File: src/rtl/core/complex_magnitude_block_rms_unit_assert.svh
// assertion macros shared by the complex magnitude rms block
`ifndef COMPLEX_MAGNITUDE_BLOCK_RMS_UNIT_ASSERT_SVH
`define COMPLEX_MAGNITUDE_BLOCK_RMS_UNIT_ASSERT_SVH

// same-cycle implication
`define CMBR_ASSERT_NOW(lbl, clk, rst, pre, post) \
   lbl: assert property (@(posedge clk) disable iff (rst) (pre) |-> (post)) \
      else $error("cmbr same-cycle check failed");

// next-cycle implication
`define CMBR_ASSERT_NEXT(lbl, clk, rst, pre, post) \
   lbl: assert property (@(posedge clk) disable iff (rst) (pre) |=> (post)) \
      else $error("cmbr next-cycle check failed");

`endif

File: src/rtl/core/cmbr_pkg.sv
// types and constants of the complex magnitude rms block
package cmbr_pkg;

   localparam int MAX_WIDTH = 4096;
   localparam int MAX_BLOCK = 16;
   localparam int SUM_W     = 25;
   localparam int TILE_AW   = $clog2(MAX_WIDTH);
   localparam logic [SUM_W-1:0] SUM_MAX = {SUM_W{1'b1}};

   localparam int DIV_NUM_W = SUM_W;
   localparam int DIV_DEN_W = 9;
   localparam int SQRT_IN_W = 32;
   localparam int SQRT_OUT_W = SQRT_IN_W / 2;

   localparam logic [4:0]  BLOCK_SIZE_RESET  = 5'd8;
   localparam logic [12:0] LINE_WIDTH_RESET  = 13'd4096;
   localparam logic [9:0]  BORDER_SKIP_RESET = 10'd0;
   localparam logic [23:0] GAIN_RESET        = 24'd65536;

   typedef enum logic [1:0] {
      REG_BLOCK_SIZE  = 2'd0,
      REG_LINE_WIDTH  = 2'd1,
      REG_BORDER_SKIP = 2'd2,
      REG_GAIN        = 2'd3
   } reg_index_type;

   typedef enum logic [4:0] {
      S_IDLE, S_POS, S_DIV1, S_TMUL, S_TCHK, S_RE, S_IM, S_SQRT1,
      S_GAIN, S_CLIP, S_SQP, S_SUM, S_DIVS, S_DIV2, S_SQRT2, S_OUT, S_ADV
   } state_type;

   typedef struct packed {
      logic busy;
      logic done;
   } unit_stat_type;

endpackage

File: src/rtl/core/cmbr_sqrt.sv
// integer square root, one root bit per cycle
module cmbr_sqrt (
   input  logic                              clock,
   input  logic                              reset,
   input  logic                              start,
   input  logic [cmbr_pkg::SQRT_IN_W-1:0]    radicand,
   output logic [cmbr_pkg::SQRT_OUT_W-1:0]   root,
   output cmbr_pkg::unit_stat_type           stat
);
   import cmbr_pkg::*;

   localparam int CNT_W = $clog2(SQRT_OUT_W);
   localparam int REM_W = SQRT_OUT_W + 4;

   logic                  busy_ff, busy_in, done_ff, done_in;
   logic [CNT_W-1:0]      cnt_ff, cnt_in;
   logic [SQRT_IN_W-1:0]  x_ff, x_in;
   logic [REM_W-1:0]      rem_ff, rem_in, shifted, trial;
   logic [SQRT_OUT_W-1:0] root_ff, root_in;
   logic                  take;

   always_comb begin
      shifted = {rem_ff[REM_W-3:0], x_ff[SQRT_IN_W-1 -: 2]};
      trial   = {2'b00, root_ff, 2'b01};
      take    = (shifted >= trial);
      busy_in = busy_ff;
      done_in = 1'b0;
      cnt_in  = cnt_ff;
      x_in    = x_ff;
      rem_in  = rem_ff;
      root_in = root_ff;
      if (start) begin
         busy_in = 1'b1;
         cnt_in  = '0;
         x_in    = radicand;
         rem_in  = '0;
         root_in = '0;
      end else if (busy_ff) begin
         x_in    = {x_ff[SQRT_IN_W-3:0], 2'b00};
         rem_in  = take ? REM_W'(shifted - trial) : shifted;
         root_in = {root_ff[SQRT_OUT_W-2:0], take};
         cnt_in  = CNT_W'(cnt_ff + 1'b1);
         if (cnt_ff == CNT_W'(SQRT_OUT_W - 1)) begin
            busy_in = 1'b0;
            done_in = 1'b1;
         end
      end
   end

   always_ff @(posedge clock) begin
      if (reset) begin
         busy_ff <= 1'b0;
         done_ff <= 1'b0;
         cnt_ff  <= '0;
      end else begin
         busy_ff <= busy_in;
         done_ff <= done_in;
         cnt_ff  <= cnt_in;
      end
   end

   always_ff @(posedge clock) begin
      x_ff    <= x_in;
      rem_ff  <= rem_in;
      root_ff <= root_in;
   end

   assign root = root_ff;
   assign stat = '{busy: busy_ff, done: done_ff};
endmodule

File: config.mk
export PLATFORM = sky130hd
export DESIGN_NAME = cmbr_sqrt
export DESIGN_NICKNAME = d
export VERILOG_FILES = /design/src/rtl/core/complex_magnitude_block_rms_unit_assert.svh /design/src/rtl/core/cmbr_pkg.sv /design/src/rtl/core/cmbr_sqrt.sv
export SDC_FILE = /design/constraint.sdc
export NUM_CORES = 1
export LEC_CHECK = 0
export BUFFER_PORTS_ARGS = -buffer_cell sky130_fd_sc_hd__buf_4
export CORE_MARGIN = 2
export CORE_UTILIZATION = 62
export DETAILED_ROUTE_END_ITERATION = 8
export GPL_ROUTABILITY_DRIVEN = 1
export HOLD_SLACK_MARGIN = 0.1
export PLACE_DENSITY = 0.95
export SYNTH_ARGS = -nofsm -noshare
export SYNTH_HDL_FRONTEND = slang
export SYNTH_SLANG_ARGS = --single-unit
File: constraint.sdc
create_clock -name clock -period 6.1 [get_ports clock]
set_input_delay 0.305 -clock clock [delete_from_list [all_inputs] [get_ports clock]]
set_output_delay 0.305 -clock clock [all_outputs]
set_load 0.02 [all_outputs]
==> run summary <==
After floorplanning, the core was divided into 28 placement rows. The minimum period implied by the final worst setup slack is 2.95 ns. The class of the tightest hold or removal check is in -> reg. The tools report the count of fill cells added during filler insertion as 371. The total count of max-transition violations in the final report is 0. Worst hold path endpoint: x_ff[1]. The HPWL after detailed placement is 5.74 mm. In this run the power spent charging and discharging nets is 0.00110 W. Setup repair after global routing left no endpoint under its margin.

The register cell area after layout is 1760 um2, and the layout net count is 466. Routability-driven placement finished with a final weighted congestion of 0.889. Counting every sink on the clock net gives 72. The initial utilization of the core area, before any placement, comes to 64.8%. The clock network accounts for 16.9% of the total power. The H-tree was split into 3 levels. Net switching is 43.5% of the power.

The worst clock skew is 0.0125 ns. Buffers added to address setup during post-CTS repair amount to 0. The synthesized design contains 72 register bits. Counting the buffers created by CTS gives 9. The endpoint of the worst register-to-register path was rem_ff[11].

53 I/O pins were placed. Yosys mapped a number of flops with a built-in enable equal to 32. The run gives 339 MHz as the maximum achievable frequency. The tools report the number of instances in the synthesized netlist as 366.

For the final setup violation count, the log shows 0. The routed length per placed instance is 17.5 um. Summing over every cut layer, the via total after detailed routing is 2995. The worst setup path is captured at a register. The via density per instance was 6.09.

TritonCTS built the clock tree. The die extent in y works out to 82.9 um. Traced cell by cell, the critical path runs through inv_1, ha_1, nand4_2, o41ai_2, nor2_2, a22oi_4, and2b_1, a31oi_1, a211oi_1.

For this run, the leading register cell type out of synthesis is sky130_fd_sc_hd__dfxtp_1. The delay of the slowest cell on the worst path works out to 0.69 ns. By startpoint and endpoint, the worst setup path is classified as reg -> reg. The area after detailed placement is 4250 um2. The run finished with clean final reports.

The mapped netlist covers 3860 um2. Clock-pin slew was measured on the worst setup and hold paths at 0.08 ns. The number of gates resized after CTS was 0.

The number of cells on the worst reg-to-reg path is 9. The final core utilization came out at 75.3%. Dividing total power by cell area gives a power density of 564 nW/um2.

The share of the cycle needed by the critical path after routing was 48.3%; the post-detailed-route DRC marker count was 0. For this run, the number of Yosys warnings is 0. Along the worst hold path, the cell count comes to 2. The number of DRC markers in iteration 0 was 280; the total track usage was 26.1%.

Setup total negative slack on the finished layout was measured at 0 ns. First-pass detailed-route iteration total: 5. STA classifies the critical path startpoint as a register. The floorplan step defined a core boundary enclosing 5960 um2. Fraction of layout cells with a size suffix above 1: 26.6%.

For flop-to-flop paths, the worst setup slack is 3.15 ns. Summed over all cells, the static leakage comes to 1.83 nW. The startpoint of the worst-slack reg-to-reg timing path is root[4]. For the internal power component, the log shows 0.00143 W. The worst-skew pair later-pin latency was 0.36 ns; the buffer depth of the longest clock path was 2. Of all nets on the critical path, the largest fanout is 23.

For the count of unique library cells instantiated by Yosys, the log shows 51. After synthesis, the cell types taking the most area are sky130_fd_sc_hd__edfxtp_1 (25%), sky130_fd_sc_hd__dfxtp_1 (21%), sky130_fd_sc_hd__mux2_2 (8.8%), sky130_fd_sc_hd__mux2i_1 (6.7%), sky130_fd_sc_hd__ha_1 (6.2%). For the pin with the worst max-slew slack, the measured transition is 1.21 ns. The wire length of the first global-routing pass was 14.4 mm. The worst hold path begins at radicand[1]. The sequential share of power is 25.6%. Share of async-settable or async-resettable flops after synthesis: 0%. Dominant cell type by area after synthesis: sky130_fd_sc_hd__edfxtp_1. The total inserted antenna cells was 0. The final layout contains routed wiring with a total length of 8.61 mm. In this run the tightest slew margin relative to its limit is 18.9%. The tools report the area of combinational cells with multiple inputs as 1920 um2.

When the netlist entered floorplanning its net count stood at 420. Dividing the synthesized area by the synthesized cell count gives 10.5 um2. Combinational logic is responsible for 57.5% of the overall power. CTS root buffer: sky130_fd_sc_hd__clkbuf_8. The commonest cells after synthesis are sky130_fd_sc_hd__dfxtp_1 (40), sky130_fd_sc_hd__nor2_1 (38), sky130_fd_sc_hd__edfxtp_1 (32), sky130_fd_sc_hd__mux2_2 (30), sky130_fd_sc_hd__nand2_1 (28). After global routing the overflow that remains totals 0. The run gives 3032 as the via count of the first global-routing pass. Max-capacitance violation count: 0. The sequential share of the synthesized area is 45.7%, and the top-area cell type share of the netlist area is 24.9%. IR analysis of the VDD net gives a maximum drop of 0.000488 V. The largest individual stage delay along the critical path comes from the cell sky130_fd_sc_hd__a22oi_4. In this run the tool buffered the top-level ports with 52 buffer cells. Data arrives at the worst endpoint at 3.17 ns. Entering global routing, the biggest net connects 59 pins. Final hold violation count: 0. Once detail routing completed, the nets flagged for antenna violations numbered 0. The most common cell in the synthesized netlist is sky130_fd_sc_hd__dfxtp_1. From synthesis to final layout, the design area changed by 16.3%.

The logs give 0 for the number of antenna violations at the first check in global routing and 4490 um2 for the area of all placed cells without fillers. The die width is 82.9 um, and the overall die area is 6870 um2. For the required time at the worst-slack endpoint, the log shows 6.32 ns.
## worst max path at each step
stage	slack (ns)	cells past startpoint	endpoint	startpoint
5_1_grt	2.94	9	rem_ff[11]	root[8]
3_3_place_gp	3.34	9	rem_ff[11]	root[8]
6_report	3.15	9	rem_ff[11]	root[4]
2_1_floorplan	3.71	10	rem_ff[8]	root[8]
4_1_cts	3.21	9	rem_ff[11]	root[8]
3_5_place_dp	3.24	9	rem_ff[11]	root[8]
## cell usage in the layout (no fill, tap or decap), types with 7 or more instances in the layout
| cell | n |
|---|---|
| sky130_fd_sc_hd__buf_4 | 53 |
| sky130_fd_sc_hd__dfxtp_1 | 40 |
| sky130_fd_sc_hd__nor2_1 | 38 |
| sky130_fd_sc_hd__edfxtp_1 | 32 |
| sky130_fd_sc_hd__mux2_2 | 30 |
| sky130_fd_sc_hd__nand2_1 | 28 |
| sky130_fd_sc_hd__mux2i_1 | 26 |
| sky130_fd_sc_hd__inv_1 | 21 |
| sky130_fd_sc_hd__ha_1 | 19 |
| sky130_fd_sc_hd__a21oi_1 | 18 |
| sky130_fd_sc_hd__xor2_1 | 10 |
| sky130_fd_sc_hd__xnor2_1 | 9 |
| sky130_fd_sc_hd__clkbuf_8 | 9 |
| sky130_fd_sc_hd__o21ai_1 | 8 |
| sky130_fd_sc_hd__o21ai_0 | 7 |
## layer usage
metal / GRT usage, % / vias to the layer above / wire [um]
met5: 0 / - / 0
met4: 12.4 / 0 / 212
met3: 6.06 / 24 / 570
met2: 43.5 / 133 / 4250
met1: 32.0 / 1438 / 3580
li1: - / 1400 / -
## per-stage QoR
stage | power, W | hold WS [ns] | worst slack (ns) | cells
after CTS | 0.00250 | 0.217 | 3.21 | 492
after global routing | 0.00268 | 0.224 | 2.94 | 492
after global placement | 0.00199 | 0.457 | 3.34 | 475
after floorplan | 0.00187 | 0.377 | 3.71 | 366
final | 0.00253 | 0.226 | 3.15 | 492
after detailed placement | 0.00205 | 0.458 | 3.24 | 475
## critical path, delay by kind of cell, from the launching register on
kind	cells	cell delay, ns
AOI/OAI and AO/OA	4	1.34
buffers and inverters	1	0.07
adders and majority gates	1	0.42
DFF	1	0.42
and+or+nand+nor	3	0.53
## registers in the layout (all words and copies together), names as in the netlist
| name | count |
|---|---|
| done_ff | 1 |
| busy_ff | 1 |
| rem_ff | 18 |
| cnt_ff | 4 |
| root | 16 |
| x_ff | 32 |
## area by class of cell
cell class              instances  area share (%)
flip-flops and latches         72            39.3
well taps                      75            2.09
clock inverters                 7            2.29
inverters                      21            1.76
clock buffers                   9            2.76
multi-input cells             254            42.7
repair buffers                 54            9.09
## power groups by stage
| stage | registers, W | clock network [W] | logic, W |
|---|---|---|---|
| after floorplan | 0.000641 | 0 | 0.00123 |
| after CTS | 0.000647 | 0.000431 | 0.00142 |
| after detailed placement | 0.000656 | 0 | 0.00139 |
| after global placement | 0.000653 | 0 | 0.00134 |
| final | 0.000648 | 0.000427 | 0.00146 |
| after global routing | 0.000656 | 0.000450 | 0.00157 |
## timing repair
item / 4_1_cts / 5_1_grt
hold endpoints to repair: 1 / 0
hold buffers: 1 / 0
endpoints found under the setup margin: 0 / 0
## cells by family (layout without fill, tap and decap cells)
| group | Yosys count | count (layout) | synth area share (%) |
|---|---|---|---|
| AOI/OAI and AO/OA | 65 | 65 | 12.1 |
| adders and majority gates | 19 | 19 | 6.16 |
| muxes | 56 | 56 | 15.5 |
| buffers and inverters | 40 | 91 | 4.64 |
| xor gates and xnor gates | 19 | 19 | 4.31 |
| DFF | 72 | 72 | 45.7 |
| and+or+nand+nor | 95 | 95 | 11.6 |
Power figures use the tool's default switching activity.
