--- src/rtl/core/complex_magnitude_block_rms_unit_assert.svh ---
// assertion macros shared by the complex magnitude rms block
`ifndef COMPLEX_MAGNITUDE_BLOCK_RMS_UNIT_ASSERT_SVH
`define COMPLEX_MAGNITUDE_BLOCK_RMS_UNIT_ASSERT_SVH

// same-cycle implication
`define CMBR_ASSERT_NOW(lbl, clk, rst, pre, post) \
   lbl: assert property (@(posedge clk) disable iff (rst) (pre) |-> (post)) \
      else $error("cmbr same-cycle check failed");

// next-cycle implication
`define CMBR_ASSERT_NEXT(lbl, clk, rst, pre, post) \
   lbl: assert property (@(posedge clk) disable iff (rst) (pre) |=> (post)) \
      else $error("cmbr next-cycle check failed");

`endif

--- src/rtl/core/cmbr_pkg.sv ---
// types and constants of the complex magnitude rms block
package cmbr_pkg;

   localparam int MAX_WIDTH = 4096;
   localparam int MAX_BLOCK = 16;
   localparam int SUM_W     = 25;
   localparam int TILE_AW   = $clog2(MAX_WIDTH);
   localparam logic [SUM_W-1:0] SUM_MAX = {SUM_W{1'b1}};

   localparam int DIV_NUM_W = SUM_W;
   localparam int DIV_DEN_W = 9;
   localparam int SQRT_IN_W = 32;
   localparam int SQRT_OUT_W = SQRT_IN_W / 2;

   localparam logic [4:0]  BLOCK_SIZE_RESET  = 5'd8;
   localparam logic [12:0] LINE_WIDTH_RESET  = 13'd4096;
   localparam logic [9:0]  BORDER_SKIP_RESET = 10'd0;
   localparam logic [23:0] GAIN_RESET        = 24'd65536;

   typedef enum logic [1:0] {
      REG_BLOCK_SIZE  = 2'd0,
      REG_LINE_WIDTH  = 2'd1,
      REG_BORDER_SKIP = 2'd2,
      REG_GAIN        = 2'd3
   } reg_index_type;

   typedef enum logic [4:0] {
      S_IDLE, S_POS, S_DIV1, S_TMUL, S_TCHK, S_RE, S_IM, S_SQRT1,
      S_GAIN, S_CLIP, S_SQP, S_SUM, S_DIVS, S_DIV2, S_SQRT2, S_OUT, S_ADV
   } state_type;

   typedef struct packed {
      logic busy;
      logic done;
   } unit_stat_type;

endpackage

--- src/rtl/core/cmbr_div.sv ---
// restoring divider, one quotient bit per cycle
module cmbr_div (
   input  logic                                 clock,
   input  logic                                 reset,
   input  logic                                 start,
   input  logic [cmbr_pkg::DIV_NUM_W-1:0]      num,
   input  logic [cmbr_pkg::DIV_DEN_W-1:0]      den,
   output logic [cmbr_pkg::DIV_NUM_W-1:0]      quot,
   output logic [cmbr_pkg::DIV_DEN_W-1:0]      rem,
   output cmbr_pkg::unit_stat_type              stat
);
   import cmbr_pkg::*;

   localparam int CNT_W = $clog2(DIV_NUM_W);

   logic                 busy_ff, busy_in, done_ff, done_in;
   logic [CNT_W-1:0]     cnt_ff, cnt_in;
   logic [DIV_NUM_W-1:0] num_ff, num_in;
   logic [DIV_DEN_W-1:0] rem_ff, rem_in, den_ff, den_in;
   logic [DIV_DEN_W:0]   shifted;
   logic                 qbit;

   always_comb begin
      shifted = {rem_ff, num_ff[DIV_NUM_W-1]};
      qbit    = (shifted >= {1'b0, den_ff});
      busy_in = busy_ff;
      done_in = 1'b0;
      cnt_in  = cnt_ff;
      num_in  = num_ff;
      rem_in  = rem_ff;
      den_in  = den_ff;
      if (start) begin
         busy_in = 1'b1;
         cnt_in  = '0;
         num_in  = num;
         rem_in  = '0;
         den_in  = den;
      end else if (busy_ff) begin
         num_in = {num_ff[DIV_NUM_W-2:0], qbit};
         rem_in = qbit ? DIV_DEN_W'(shifted - {1'b0, den_ff}) : shifted[DIV_DEN_W-1:0];
         cnt_in = CNT_W'(cnt_ff + 1'b1);
         if (cnt_ff == CNT_W'(DIV_NUM_W - 1)) begin
            busy_in = 1'b0;
            done_in = 1'b1;
         end
      end
   end

   always_ff @(posedge clock) begin
      if (reset) begin
         busy_ff <= 1'b0;
         done_ff <= 1'b0;
         cnt_ff  <= '0;
      end else begin
         busy_ff <= busy_in;
         done_ff <= done_in;
         cnt_ff  <= cnt_in;
      end
   end

   always_ff @(posedge clock) begin
      num_ff <= num_in;
      rem_ff <= rem_in;
      den_ff <= den_in;
   end

   assign quot = num_ff;
   assign rem  = rem_ff;
   assign stat = '{busy: busy_ff, done: done_ff};
endmodule

--- config.mk ---
export PLATFORM = sky130hd
export DESIGN_NAME = cmbr_div
export DESIGN_NICKNAME = d
export VERILOG_FILES = /design/src/rtl/core/complex_magnitude_block_rms_unit_assert.svh /design/src/rtl/core/cmbr_pkg.sv /design/src/rtl/core/cmbr_div.sv
export SDC_FILE = /design/constraint.sdc
export NUM_CORES = 1
export LEC_CHECK = 0
export CAP_MARGIN = 40
export CORE_MARGIN = 1.5
export CORE_UTILIZATION = 50
export DETAILED_ROUTE_END_ITERATION = 8
export DONT_BUFFER_PORTS = 1
export GPL_ROUTABILITY_DRIVEN = 0
export MAX_ROUTING_LAYER = met4
export PLACE_DENSITY = 0.68
export SLEW_MARGIN = 20
export SYNTH_ARGS = -nofsm -noshare
export SYNTH_HDL_FRONTEND = slang
export SYNTH_SLANG_ARGS = --single-unit
--- constraint.sdc ---
create_clock -name clock -period 6.2 [get_ports clock]
set_input_delay 0.62 -clock clock [delete_from_list [all_inputs] [get_ports clock]]
set_output_delay 0.62 -clock clock [all_outputs]
set_load 0.02 [all_outputs]
==> results.json, run 1 <==
{
  "cap_violations": 0,
  "synth_top_area_share_pct": 41.0,
  "tightest_slew_ns": 0.652,
  "dieHeight_um": 73.5,
  "cp_data_arrival_time_ns": 2.98,
  "root_buffer": "clkbuf_8",
  "drt_first_pass_iters": 4,
  "synth_ff_type": "edfxtp_1",
  "clk_pin_slew_ns": 0.09,
  "final.min_clock_period_ns": 2.78,
  "drt-total-wl_um": 4460,
  "grt_pass1_vias": 1489,
  "port_buffers": 0,
  "vias": 1497,
  "placed_area_um2": 2540,
  "synth_edf_count": 34,
  "clk_path_buf_depth": 2,
  "worstHoldStart": "reset",
  "yosys.area.top_type": "edfxtp_1",
  "critical_path_class": "flip-flop to flip-flop",
  "wl_per_cell_um": 16.8,
  "insertion_delay_ns": 0.30,
  "syn-cell-area_um2": 2490,
  "ios": 73,
  "antenna_found_initial": 0,
  "grt-ovfl-total": 0,
  "power_density_nw_per_um2": 285,
  "drc": 0,
  "drt-vias-per-instance": 5.63,
  "finalSetupViolCount": 0,
  "synth_most_common_cell": "edfxtp_1",
  "grt_pass1_wl_um": 6920,
  "syn2layout_area_growth_pct": 5.38,
  "grt_use_total_pct": 17.4,
  "status": "finished, final reports clean",
  "initial_core_util_pct": 52.3,
  "cp-end-kind": "flip-flop",
  "final_antenna_net_count": 0,
  "dr.first_iter.drc_count": 75,
  "postCtsSetupBuffers": 0,
  "drive_gt1_share_pct": 22.1,
  "ys_warn_count": 0,
  "grt_max_degree": 44,
  "htree_num_levels": 2,
  "p_switching_mw": 0.215,
  "cts_sinks": 50,
  "yosys-top-cells-count": "edfxtp_1 (34), mux2_2 (24), nor2_1 (17)",
  "sequentialPowerShare_pct": 59.6,
  "die_x_um": 73.5,
  "diodes": 0,
  "finClkSkew_ns": 0.0120,
  "power_leakage_nw": 1.01,
  "setup_tns_ns": 0,
  "power.internal_mw": 0.531,
  "core_um2": 4750,
  "period_share_pct": 44.9,
  "hold_buffers": 0,
  "slew_headroom_pct": 56.4,
  "ys_async_sr_fraction_pct": 0,
  "synth_nets": 249,
  "peakVddDrop_v": 0.000130,
  "hold_class": "input port to flip-flop",
  "synth.avg_cell_area_um2": 12.4,
  "hold_viol": 0,
  "synth_seq_area_share_pct": 53.9,
  "fin_nets": 247,
  "whs_ns": 0.377,
  "synth_seq_cells": 50,
  "crit_path_start": "quot[24]$_DFFE_PP_",
  "pwr-share-clk_pct": 24.0,
  "power_mw": 0.746,
  "swShare_pct": 28.8,
  "cp.required_ns": 6.39,
  "startpoint_type": "flip-flop",
  "postCtsResizedCells": 0,
  "cts_buffers": 5,
  "cp_max_fo": 15,
  "synthTopCellsByArea": "edfxtp_1 (41%), dfxtp_1 (13%), mux2_2 (11%), ha_1 (5.5%), nor2_1 (2.6%)",
  "cts_tree": "built",
  "dp_hpwl_um": 3290,
  "dieArea_um2": 5410,
  "reg2reg_from": "quot[24]$_DFFE_PP_",
  "rows": 25,
  "p_comb_share_pct": 16.3,
  "rrSetupSlack_ns": 3.42,
  "syn_inst": 200,
  "max_clock_freq_mhz": 359,
  "yosysUniqueCellTypes": 40,
  "fin_area_um2": 2620,
  "rsz0062_at_grt": "false",
  "drv_slew": 0
}
==> stage by stage <==
| step | std cells | utilization [%] | setup WS, ns |
|---|---|---|---|
| after floorplan | 200 | - | 3.68 |
| after global placement | 256 | 52.7 | 3.43 |
| after detailed placement | 258 | 53.4 | 3.41 |
| after CTS | 266 | 55.1 | 3.41 |
| after global routing | 266 | 55.1 | 3.19 |
| final | 266 | 55.1 | 3.42 |
==> worst paths after layout <==
path | endpoint | cells past startpoint
worst min-delay path | busy_ff$_SDFF_PP0_ | 1
worst max-delay path | rem[6]$_SDFFE_PP0P_ | 9
worst min register to register | done_ff$_SDFF_PP0_ | 2
worst max register to register | rem[6]$_SDFFE_PP0P_ | 9
==> power groups by stage <==
stage | combinational, mW | sequential (mW) | clock [mW]
final | 0.122 | 0.445 | 0.179
after global routing | 0.136 | 0.449 | 0.198
after CTS | 0.122 | 0.446 | 0.187
after detailed placement | 0.122 | 0.453 | 0
after global placement | 0.112 | 0.455 | 0
after floorplan | 0.111 | 0.443 | 0
==> metal layers <==
metal | up-vias | share of wire, % | track usage [%]
met3 | 6 | 6.0 | 5.90
met1 | 720 | 42 | 20.8
met2 | 50 | 50 | 27.6
li1 | 721 | - | -
met5 | - | 0 | -
met4 | 0 | 1.4 | 5.97
==> flip-flops by register name, summed over array words and instances (netlist names) <==
register / flops
busy_ff: 1
cnt_ff: 5
den_ff: 9
done_ff: 1
quot: 25
rem: 9
==> final cells by class <==
cell class | instances | area [um^2]
repair buffers | 2 | 30.0
clock inverters | 1 | 7.51
multi-input cells | 124 | 1030
flip-flops and latches | 50 | 1340
well taps | 67 | 83.8
inverters | 15 | 56.3
clock buffers | 7 | 76.3
fillers | 415 | 2130
==> critical path: stages, from the launching register on <==
cell,delay (ns)
edfxtp_1,0.53
inv_1,0.10
ha_1,0.17
inv_1,0.05
fa_1,0.41
a211oi_2,0.25
o31ai_2,0.14
a211oi_4,0.62
mux2i_1,0.32
a211oi_2,0.10
==> cell families after synthesis <==
| logic type | Yosys count | synth area share, % |
|---|---|---|
| DFF | 50 | 53.9 |
| and+or+nand+nor | 45 | 9.05 |
| muxes | 29 | 12.9 |
| AOI/OAI and AO/OA | 28 | 9.46 |
| buffers and inverters | 26 | 4.83 |
| adders and majority gates | 12 | 6.34 |
| xor gates and xnor gates | 10 | 3.52 |
==> cell usage in the layout, fill, tap and decap left out, types with 2 or more instances in the layout <==
cell and n:
nor2_1 17, nand2_1 7, xor2_1 7, mux2_2 24
clkbuf_1 2, a21oi_1 5, ha_1 11, a21o_1 3
a211oi_1 3, mux2i_1 5, a311oi_1 3, edfxtp_1 34
dfxtp_1 16, nor3_1 3, inv_1 15, or2_2 2
buf_8 2, o21ai_0 2, nand3_1 3, clkbuf_8 5
o311ai_0 2, xnor2_1 3, a211oi_2 2, nand4_1 6
(Power assumes the default switching activity.)
==> run 2: changes to the inputs <==
==> constraint.sdc (replaced) <==
create_clock -name clock -period 2.8 [get_ports clock]
set_input_delay 0.28 -clock clock [delete_from_list [all_inputs] [get_ports clock]]
set_output_delay 0.28 -clock clock [all_outputs]
set_load 0.02 [all_outputs]
==> run 2 against run 1 <==
Routed wire length grew 3.5%. Hold slack got worse by 0.34 ns. Sequential cell count did not move. Clock-buffer cell count fell by 1. Largest cell class unchanged.
==> results.json, run 2 (same netlist as run 1, synthesis figures left out) <==
{
  "status": "finished, final reports clean",
  "cts_sinks": 50,
  "power_density_nw_per_um2": 660,
  "finalNonFillerCells": 276,
  "drive_gt1_share_pct": 26.3,
  "cp_data_arrival_time_ns": 2.64,
  "hold_buffers": 0,
  "cp.required_ns": 3.01,
  "insertion_delay_ns": 0.30,
  "drt-total-wl_um": 4610,
  "critical_path_class": "flip-flop to flip-flop",
  "slew_headroom_pct": 71.9,
  "core_um2": 4750,
  "cts_tree": "built",
  "cp-end-kind": "flip-flop",
  "port_buffers": 0,
  "drc": 0,
  "dr.first_iter.drc_count": 62,
  "grt_pass1_wl_um": 7040,
  "finalSetupViolCount": 0,
  "dieArea_um2": 5410,
  "die_x_um": 73.5,
  "final_common_cell": "edfxtp_1",
  "pre_cts_ws_ns": 0.160,
  "power_leakage_nw": 1.07,
  "postCtsResizedCells": 0,
  "peakVddDrop_v": 0.000433,
  "startpoint_type": "flip-flop",
  "htree_num_levels": 2,
  "setup_tns_ns": 0,
  "cap_violations": 0,
  "clk_path_buf_depth": 2,
  "dieHeight_um": 73.5,
  "vias": 1532,
  "power.internal_mw": 1.29,
  "final_cell_mix": "edfxtp_1 (34), mux2_2 (24), nor2_1 (17), dfxtp_1 (16), inv_1 (15)",
  "max_clock_freq_mhz": 411,
  "p_comb_share_pct": 18.0,
  "tightest_slew_ns": 0.418,
  "dp_hpwl_um": 3410,
  "final.min_clock_period_ns": 2.43,
  "root_buffer": "clkbuf_8",
  "grt_use_total_pct": 18.2,
  "postCtsSetupBuffers": 0,
  "diodes": 0,
  "drv_slew": 0,
  "sequentialPowerShare_pct": 54.1,
  "cp_max_fo": 5,
  "hold_viol": 0,
  "antenna_found_initial": 0,
  "grt-ovfl-total": 0,
  "ios": 73,
  "grt_max_degree": 44,
  "largest_reg_flops": 25,
  "finClkSkew_ns": 0.0163,
  "final_antenna_net_count": 0,
  "clk_pin_slew_ns": 0.09,
  "hold_class": "input port to flip-flop",
  "drt_first_pass_iters": 4,
  "syn2layout_area_growth_pct": 8.90,
  "grt_pass1_vias": 1457,
  "dp_cells": 264,
  "initial_core_util_pct": 52.3,
  "rsz0062_at_grt": "false",
  "rows": 25,
  "cts_buffers": 5,
  "swShare_pct": 27.8,
  "wl_per_cell_um": 16.7,
  "fin_nets": 257,
  "period_share_pct": 86.8,
  "pwr-share-clk_pct": 27.9,
  "drt-vias-per-instance": 5.55,
  "fin_ws_ns": 0.369,
  "p_switching_mw": 0.496
}
-- run 2: cell type report --
type	instances	area [um^2]
Inverter	15	56.3
Clock inverter	2	38.8
Tap cell	67	83.8
Fill cell	407	2050
Sequential cell	50	1340
Clock buffer	6	72.6
Multi-Input combinational cell	124	1030
Timing Repair Buffer	12	90.1
-- run 2: final timing paths --
kind                               start                   to  slack, ns  cells past startpoint
setup / recovery      quot[24]$_DFFE_PP_  rem[4]$_SDFFE_PP0P_       0.37                     10
hold reg to reg   cnt_ff[4]$_SDFFE_PP0P_   done_ff$_SDFF_PP0_       0.53                      2
setup reg to reg      quot[24]$_DFFE_PP_  rem[4]$_SDFFE_PP0P_       0.37                     10
hold / removal                     reset   busy_ff$_SDFF_PP0_       0.04                      1
-- run 2: layer usage --
layer / vias up / share of wire [%] / global-route usage, %
li1: 742 / - / -
met1: 728 / 43 / 22.4
met2: 55 / 49 / 27.6
met3: 7 / 6.0 / 6.04
met4: 0 / 1.7 / 7.20
met5: - / 0 / -
-- run 2: power by group through the flow --
stage / combinational [mW] / sequential, mW / clock (mW)
floorplan: 0.245 / 0.982 / 0
global placement: 0.291 / 0.983 / 0
detailed placement: 0.305 / 0.984 / 0
CTS: 0.305 / 0.968 / 0.516
global route: 0.352 / 0.976 / 0.537
finish: 0.322 / 0.966 / 0.499
-- run 2: metrics by stage --
stage | util [%] | area [um^2] | hold WS, ns | power (mW)
finish | 57.0 | 2710 | 0.0418 | 1.79
detailed placement | 54.0 | 2570 | 0.353 | 1.29
global route | 57.0 | 2710 | 0.0321 | 1.87
CTS | 56.3 | 2680 | 0.0252 | 1.79
global placement | 54.0 | 2570 | 0.353 | 1.27
floorplan | - | 2490 | 0.352 | 1.23
-- run 2: worst max-delay path: stages, from the launching register on --
cell,delay (ns)
edfxtp_1,0.41
inv_1,0.07
ha_1,0.17
inv_1,0.06
fa_1,0.40
a211oi_2,0.26
o31ai_2,0.15
a211oi_4,0.28
buf_4,0.20
mux2i_1,0.08
a211oi_1,0.28
